`src/rtl/brb_pkg.sv`:
```
// Shared types and codes for the circular byte FIFO.
package brb_pkg;

   typedef enum logic [2:0] {
      FUNC_ENQ_BEGIN = 3'd0,
      FUNC_ENQ_DATA  = 3'd1,
      FUNC_DEQUEUE   = 3'd2,
      FUNC_PEEK      = 3'd3,
      FUNC_CLEAR     = 3'd4
   } brb_func_type;

   typedef enum logic [1:0] {
      STAT_OK     = 2'd0,
      STAT_REJECT = 2'd1,
      STAT_SHORT  = 2'd2
   } brb_status_type;

   typedef enum logic {
      ST_IDLE = 1'b0,
      ST_EMIT = 1'b1
   } brb_state_type;

   // controller to datapath
   typedef struct packed {
      logic take_item;
      logic emit_byte;
      logic next_read;
   } brb_cmd_type;

   // datapath to controller
   typedef struct packed {
      logic slot_free;
      logic run_item;
      logic run_last;
   } brb_stat_type;

endpackage

```
`src/rtl/brb_dp.sv`:
```
// Datapath: pointers, counts, pending transfer, run counters and result register.
module brb_dp #(
   parameter int DEPTH        = 4096,
   parameter int MAX_TRANSFER = 64
) (
   input  logic                     clock,
   input  logic                     reset,
   input  brb_pkg::brb_cmd_type     cmd,
   output brb_pkg::brb_stat_type    stat,
   input  logic [2:0]               req_func,
   input  logic [6:0]               req_length,
   input  logic [7:0]               req_data_in,
   output logic                     rsp_valid,
   input  logic                     rsp_ready,
   output logic [7:0]               rsp_data_out,
   output logic [1:0]               rsp_status,
   output logic [6:0]               rsp_byte_count,
   output logic [11:0]              rsp_used_count,
   output logic [11:0]              rsp_free_count,
   output logic                     rsp_last,
   output logic                     mem_wr_en,
   output logic [$clog2(DEPTH)-1:0] mem_wr_addr,
   output logic [7:0]               mem_wr_data,
   output logic                     mem_rd_en,
   output logic [$clog2(DEPTH)-1:0] mem_rd_addr,
   input  logic [7:0]               mem_rd_data
);
   import brb_pkg::*;

   localparam int PW = $clog2(DEPTH);
   localparam int SW = ((PW > 7) ? PW : 7) + 2;

   function automatic logic [PW-1:0] bump(input logic [PW-1:0] p);
      return (p == PW'(DEPTH - 1)) ? '0 : p + PW'(1);
   endfunction

   function automatic logic [11:0] free_of(input logic [PW-1:0] u);
      return 12'(SW'(DEPTH - 1) - SW'(u));
   endfunction

   logic [PW-1:0] rp_ff, rp_in, wp_ff, wp_in, used_ff, used_in;
   logic [PW-1:0] run_ptr_ff, run_ptr_in;
   logic [6:0]    pend_ff, pend_in, run_left_ff, run_left_in, run_len_ff, run_len_in;
   logic          acc_ff, acc_in, out_valid_ff, out_valid_in;
   logic [7:0]    data_ff, data_in;
   logic [1:0]    status_ff, status_in;
   logic [6:0]    count_ff, count_in;
   logic [11:0]   used_out_ff, used_out_in, free_out_ff, free_out_in;
   logic          last_ff, last_in;

   logic [SW-1:0] len_w, used_w, free_w, adv_w;
   brb_status_type one_status;
   logic [6:0]     one_count;
   logic           run_item, store_byte;

   assign len_w  = SW'(req_length);
   assign used_w = SW'(used_ff);
   assign free_w = SW'(DEPTH - 1) - used_w;
   assign adv_w  = (SW'(rp_ff) + len_w >= SW'(DEPTH)) ?
                   SW'(rp_ff) + len_w - SW'(DEPTH) : SW'(rp_ff) + len_w;

   // decode the item against the current state
   always_comb begin
      one_status = STAT_OK;
      one_count  = '0;
      run_item   = 1'b0;
      store_byte = 1'b0;
      rp_in      = rp_ff;
      wp_in      = wp_ff;
      used_in    = used_ff;
      pend_in    = pend_ff;
      acc_in     = acc_ff;
      case (req_func)
         FUNC_ENQ_BEGIN: begin
            if (len_w > SW'(MAX_TRANSFER) || len_w > free_w) begin
               one_status = STAT_REJECT;
               pend_in    = '0;
               acc_in     = 1'b0;
            end else begin
               one_count = req_length;
               pend_in   = req_length;
               acc_in    = (req_length != '0);
            end
         end
         FUNC_ENQ_DATA: begin
            if (acc_ff && pend_ff != '0 && free_w != '0) begin
               store_byte = 1'b1;
               one_count  = 7'd1;
               wp_in      = bump(wp_ff);
               used_in    = used_ff + PW'(1);
               pend_in    = pend_ff - 7'd1;
               if (pend_ff == 7'd1) begin
                  acc_in = 1'b0;
               end
            end else begin
               one_status = STAT_REJECT;
            end
         end
         FUNC_DEQUEUE, FUNC_PEEK: begin
            if (len_w > SW'(MAX_TRANSFER) ||
                (req_func == FUNC_DEQUEUE && len_w > used_w)) begin
               one_status = STAT_REJECT;
            end else if (len_w > used_w) begin
               one_status = STAT_SHORT;
               one_count  = (used_w > SW'(MAX_TRANSFER)) ? 7'(MAX_TRANSFER) : 7'(used_w);
            end else if (req_length != '0) begin
               run_item = 1'b1;
               if (req_func == FUNC_DEQUEUE) begin
                  rp_in   = PW'(adv_w);
                  used_in = used_ff - PW'(req_length);
               end
            end
         end
         FUNC_CLEAR: begin
            rp_in   = '0;
            wp_in   = '0;
            used_in = '0;
            pend_in = '0;
            acc_in  = 1'b0;
         end
         default: begin
            one_status = STAT_REJECT;
         end
      endcase
   end

   assign stat.slot_free = !out_valid_ff || rsp_ready;
   assign stat.run_item  = run_item;
   assign stat.run_last  = (run_left_ff == 7'd1);

   assign mem_wr_en   = cmd.take_item && store_byte;
   assign mem_wr_addr = wp_ff;
   assign mem_wr_data = req_data_in;
   assign mem_rd_en   = (cmd.take_item && run_item) || cmd.next_read;
   assign mem_rd_addr = cmd.take_item ? rp_ff : run_ptr_ff;

   // run counters and result register
   always_comb begin
      run_ptr_in   = run_ptr_ff;
      run_left_in  = run_left_ff;
      run_len_in   = run_len_ff;
      out_valid_in = out_valid_ff;
      data_in      = data_ff;
      status_in    = status_ff;
      count_in     = count_ff;
      used_out_in  = used_out_ff;
      free_out_in  = free_out_ff;
      last_in      = last_ff;
      if (rsp_ready) begin
         out_valid_in = 1'b0;
      end
      if (cmd.take_item && run_item) begin
         run_ptr_in  = bump(rp_ff);
         run_left_in = req_length;
         run_len_in  = req_length;
      end else if (cmd.take_item) begin
         out_valid_in = 1'b1;
         data_in      = '0;
         status_in    = one_status;
         count_in     = one_count;
         used_out_in  = 12'(used_in);
         free_out_in  = free_of(used_in);
         last_in      = 1'b1;
      end
      if (cmd.emit_byte) begin
         out_valid_in = 1'b1;
         data_in      = mem_rd_data;
         status_in    = STAT_OK;
         count_in     = run_len_ff;
         used_out_in  = 12'(used_ff);
         free_out_in  = free_of(used_ff);
         last_in      = stat.run_last;
         run_left_in  = run_left_ff - 7'd1;
      end
      if (cmd.next_read) begin
         run_ptr_in = bump(run_ptr_ff);
      end
   end

   always_ff @(posedge clock) begin
      if (reset) begin
         rp_ff        <= '0;
         wp_ff        <= '0;
         used_ff      <= '0;
         pend_ff      <= '0;
         acc_ff       <= 1'b0;
         run_left_ff  <= '0;
         out_valid_ff <= 1'b0;
      end else begin
         if (cmd.take_item) begin
            rp_ff   <= rp_in;
            wp_ff   <= wp_in;
            used_ff <= used_in;
            pend_ff <= pend_in;
            acc_ff  <= acc_in;
         end
         run_left_ff  <= run_left_in;
         out_valid_ff <= out_valid_in;
      end
   end

   always_ff @(posedge clock) begin
      run_ptr_ff  <= run_ptr_in;
      run_len_ff  <= run_len_in;
      data_ff     <= data_in;
      status_ff   <= status_in;
      count_ff    <= count_in;
      used_out_ff <= used_out_in;
      free_out_ff <= free_out_in;
      last_ff     <= last_in;
   end

   assign rsp_valid      = out_valid_ff;
   assign rsp_data_out   = data_ff;
   assign rsp_status     = status_ff;
   assign rsp_byte_count = count_ff;
   assign rsp_used_count = used_out_ff;
   assign rsp_free_count = free_out_ff;
   assign rsp_last       = last_ff;

endmodule

```
`config.mk`:
```
export PLATFORM = sky130hd
export DESIGN_NAME = brb_dp
export DESIGN_NICKNAME = d
export VERILOG_FILES = /design/src/rtl/brb_pkg.sv /design/src/rtl/brb_dp.sv
export SDC_FILE = /design/constraint.sdc
export NUM_CORES = 1
export LEC_CHECK = 0
export BUFFER_PORTS_ARGS = -buffer_cell sky130_fd_sc_hd__buf_2
export CORE_ASPECT_RATIO = 1.75
export CORE_MARGIN = 2
export CORE_UTILIZATION = 30
export CTS_BUF_LIST = sky130_fd_sc_hd__clkbuf_16
export CTS_CLUSTER_DIAMETER = 60
export DETAILED_ROUTE_END_ITERATION = 7
export PLACE_DENSITY = 0.57
export SLEW_MARGIN = 20
export SYNTH_ARGS = -nofsm -noshare
export SYNTH_HDL_FRONTEND = slang
export SYNTH_SLANG_ARGS = --single-unit
```
`constraint.sdc`:
```
create_clock -name clock -period 9.6 [get_ports clock]
set_clock_uncertainty 0.2 [all_clocks]
set_input_delay 1.92 -clock clock [delete_from_list [all_inputs] [get_ports clock]]
set_output_delay 1.92 -clock clock [all_outputs]
set_load 0.01 [all_outputs]
```
=== Word-level counts from Yosys, hierarchy flattened ===
Index checks and enable logic that the tools add are counted.

* Flip-flop bits (word level): 113
* Word-level logic and storage cells: 139

* Reductions and logical operators: 27
* Bitwise operators: 1
* Eq/ne operators: 16
* $lt $le $gt $ge: 5
* $add $sub $neg: 11
* Multiplexer cells: 64

{| class="wikitable"
|+ Operators by type and width
! operator !! count
|-
| $mux W12 || 23
|-
| $mux W7 || 10
|-
| $add A12 B1 Y12 const B || 4
|-
| $pmux W12 S2 || 2
|-
| $pmux W7 S3 || 2
|-
| $eq A12 B12 Y1 const B || 3
|-
| $pmux W12 S3 || 1
|-
| $mux W8 || 3
|-
| $mux W1 || 19
|-
| $eq A7 B1 Y1 const B || 2
|-
| $gt A7 B14 Y1 || 1
|-
| $ne A2 B2 Y1 const B || 7
|-
| $reduce_bool A14 Y1 || 1
|-
| $reduce_bool A7 Y1 || 2
|-
| $sub A7 B1 Y7 const B || 2
|-
| $add A12 B7 Y13 || 1
|-
| $ge A13 B13 Y1 const B || 1
|-
| $sub A12 B12 Y13 const A || 1
|-
| $gt A12 B7 Y1 const B || 1
|-
| $gt A7 B12 Y1 || 1
|-
| $sub A12 B1 Y12 const B || 1
|-
| $sub A12 B12 Y12 const A || 1
|-
| $sub A12 B7 Y12 || 1
|-
| $reduce_bool A2 Y1 || 5
|-
| 18 further kinds || 29
|}

=== Longest topological paths before layout ===
* Word-level depth: 10
* Depth in mapped cells: 12
* Gate-level depth less buffers: 11

=== Least setup slack after synthesis ===
OpenSTA, ideal clock, no wires.

* Path type: input to output
* Start: input port req_length[0]
* End: output port mem_rd_en
* Data required time: 7.480 ns
* Slack: 3.480 ns
* Arrival time: 4.000 ns
* Path buffers: 1
* Cell stages on the path: 8
* Cell sequence: ha_1 fa_1 nand2b_1 a211oi_2 o2111ai_2 or2_1 buf_4 nand2b_1

* Cells in the longest elaborated chain, start to end: 7
* Elaborated cells between the ends (all ways): 11

{| class="wikitable"
|+ Ends and longest elaborated chain
! item !! RTL line !! source
|-
| from (decl) || brb_dp.sv:11 || <nowiki>input logic [6:0] req_length,</nowiki>
|-
| $gt A7 B12 Y1 or $reduce_bool A7 Y1 (tied branches) || brb_dp.sv:101, brb_dp.sv:103, brb_dp.sv:106 ||
|-
| $logic_and A1 B1 Y1 or $mux W1 (tied branches) || brb_dp.sv:101, brb_dp.sv:106 ||
|-
| $logic_or A1 B1 Y1 or $mux W1 (tied branches) || brb_dp.sv:100, brb_dp.sv:103 ||
|-
| $mux W1 * || brb_dp.sv:100 || <nowiki>if (len_w > SW'(MAX_TRANSFER) ||</nowiki>
|-
| $mux W1 * || brb_dp.sv:73 || <nowiki>case (req_func)</nowiki>
|-
| $logic_and A1 B1 Y1 * || brb_dp.sv:134 || <nowiki>assign mem_rd_en = (cmd.take_item && run_item) || cmd.next_read;</nowiki>
|-
| $logic_or A1 B1 Y1 * || brb_dp.sv:134 ||
|-
| to (decl) || brb_dp.sv:24 || <nowiki>output logic mem_rd_en,</nowiki>
|}

Mark *: on every way between the ends. The rest lies on a longest branch, timed or not.

=== Final worst setup path ===
Ends and elaborated chain as after synthesis.

==> results.cfg <==
[floorplanning]
io_pins = 112
num_rows = 73
die_area_sq_mm = 0.0245
initial_core_util_pct = 30.6
die_y_um = 206
core_area_sq_mm = 0.0227
die_w_um = 119

[grt]
grt_max_degree = 41
grt_remaining_overflow = 0
grt_use_total_pct = 17.4
antenna_found_initial = 0
grt_pass1_vias = 5990
grt_first_pass_wirelength_mm = 32.5

[placed_design]
pre_cts_slack_ns = 2.65
place_congestion = 0.901
io_buffer_count = 95
dp_hpwl_mm = 15.7

[synthesis]
syn_inst = 754
synth_edf_count = 59
avgSynthCellArea_sq_um = 9.24
synth_top_family_by_area = simple AND/OR/NAND/NOR gates
ys.flop_type = edfxtp_1
yosys.area.top_type_share_pct = 25.4
synthAdderAreaFrac_pct = 6.14
synth.area.mux_share_pct = 2.95
synth_common_cells = 59 x edfxtp_1, 59 x nor2_1, 54 x dfxtp_1
async_flop_share_pct = 0
synthSimpleGateAreaFrac_pct = 20.2
ys_ff_latch = 113
synth_compound_area_share_pct = 19.4
synthTopCellsByArea = edfxtp_1 25%, dfxtp_1 16%, ha_1 5.6%, xor2_1 3.3%, nor2_1 3.2%
synthesis.nets = 819
synthDistinctLibCells = 79
yosysSeqAreaShare_pct = 41.0
synth_top_cell_by_area = edfxtp_1
synthesis.area_sq_mm = 0.00697
synth_xor_area_share_pct = 5.16
ys_warn_count = 0

[clock_tree]
clock-root-buffer = clkbuf_16
clock_path_buffers = 2
clk_pin_slew_ns = 0.06
ctsResizeCount = 0
insertion_delay_ns = 0.43
cts_tree = built
h-tree-depth = 4
clock-sinks = 113
cts_buffers = 17
post-cts-setup-buffers = 0
hold_buffers = 0

[critical_path]
crit_path_max_fanout = 13
cp-start-kind = input port
cp.arrival_ns = 4.81
crit_required_ns = 7.48
end_kind = primary output
rr_startpoint = used_ff[0]
crit_path_start = req_length[0]
crit_type = in -> out

[routing]
drt_wl_total_mm = 21.3
num_vias = 6055
vias_per_cell = 5.32
post_drt_wl_per_cell_um = 18.7
drt_iter0_markers = 351
drt_pre_antenna_iters = 4
ant_nets = 0
drc = 0

[timing]
whs_ns = 0.295
min_period_over_period_pct = 72.1
setup_slack_ns = 2.67
rsz0062_at_grt = false
worst_slew_pin_slew_ns = 1.06
fmax_ghz = 0.144
period_minus_slack_ns = 6.93
slew_headroom_pct = 29.4
setup_violations = 0
finalHoldViolations = 0
slew_violations = 0
finalSetupTns_ns = 0

[layout]
fin_util_pct = 36.2
fill_cells = 2324
fin_nets = 890
areaGrowthSynthToFinish_pct = 18.3
antenna_cells = 0
final_layout_size_suffix_gt1_share_pct = 19.5

[job]
cap_violations = 0

[pwr]
peakVddDrop_uv = 99.3
leakage_nw = 3.19
p_per_area_mw_per_mm2 = 164

[hold_path]
hp-class = reg -> reg
min_from = rsp_status[0]

[outcome]
outcome = finished clean
-- area by class of cell --
class	count	area (sq um)	share of cell area [%]
Tap cell	300	375	4.55
Multi-Input combinational cell	558	3760	45.6
Sequential cell	113	2850	34.6
Clock buffer	17	425	5.16
Inverter	36	135	1.64
Timing Repair Buffer	99	505	6.13
Clock inverter	15	190	2.31
-- stage by stage --
stage	power, mW	cells	area (sq um)
after floorplan	0.642	754	6970
after global placement	0.690	1106	7630
after detailed placement	0.691	1106	7630
after CTS	1.36	1138	8240
after global routing	1.40	1138	8240
final	1.35	1138	8240
-- flip-flops by register name (all words and copies together), names as in the netlist, 8 cells and up --
name	cells
rsp_free_count	12
mem_wr_addr	12
used_ff	12
rsp_data_out	8
run_ptr_ff	12
rp_ff	12
rsp_used_count	12
-- where the power goes --
group	leakage, nW	switching (mW)	internal [mW]
Sequential	1.02	0.0146	0.528
Combinational	1.88	0.0882	0.0495
Clock	0.292	0.237	0.431
-- critical path, stage by stage --
cell       delay (ns)
buf_2            0.18
ha_1             0.26
fa_1             0.40
nand2b_1         0.22
a211oi_2         0.42
o2111ai_2        0.25
or2_1            0.38
nand2b_1         0.51
buf_2            0.25
-- path summary, 6_finish.rpt --
path / cells after the start / to / slack, ns
worst min-delay path: 2 / rsp_status[0] / 0.30
worst min register to register: 2 / rsp_status[0] / 0.30
worst max-delay path: 9 / mem_rd_en / 2.67
worst max register to register: 10 / rp_ff[10] / 5.42
-- cell families (layout without fill, tap and decap cells) --
logic type      count (synthesis)  count (layout)
fa+ha+maj                      33              33
compound gates                198             198
buf+inv                        83             167
mux                            19              19
xor+xnor                       41              41
flops                         113             113
simple gates                  267             267
-- metal layers --
metal | global-route usage [%] | vias to the layer above | share of wire (%)
li1 | - | 2931 | -
met1 | 17.3 | 2903 | 37
met2 | 32.6 | 160 | 54
met3 | 3.49 | 61 | 3.5
met4 | 11.3 | 0 | 5.0
met5 | 0 | - | 0
-- placed cells by master (no fill, tap or decap), types with 6 or more instances in the layout --
| master | count |
|---|---|
| nor3_1 | 24 |
| buf_2 | 95 |
| a31oi_1 | 12 |
| nand4_1 | 11 |
| edfxtp_1 | 59 |
| o22ai_1 | 10 |
| nand3_1 | 32 |
| nand2b_1 | 12 |
| ha_1 | 31 |
| a221o_1 | 6 |
| o21ai_0 | 41 |
| a211oi_1 | 10 |
| nand2_1 | 49 |
| o31ai_1 | 6 |
| mux2_2 | 12 |
| a21oi_1 | 42 |
| nor2_1 | 59 |
| clkbuf_16 | 17 |
| mux2i_1 | 7 |
| and3_1 | 16 |
| and2_1 | 18 |
| xor2_1 | 26 |
| o21a_1 | 14 |
| nor4_1 | 10 |
| dfxtp_1 | 54 |
| inv_1 | 35 |
| xnor2_1 | 15 |
(Power assumes the default switching activity.)
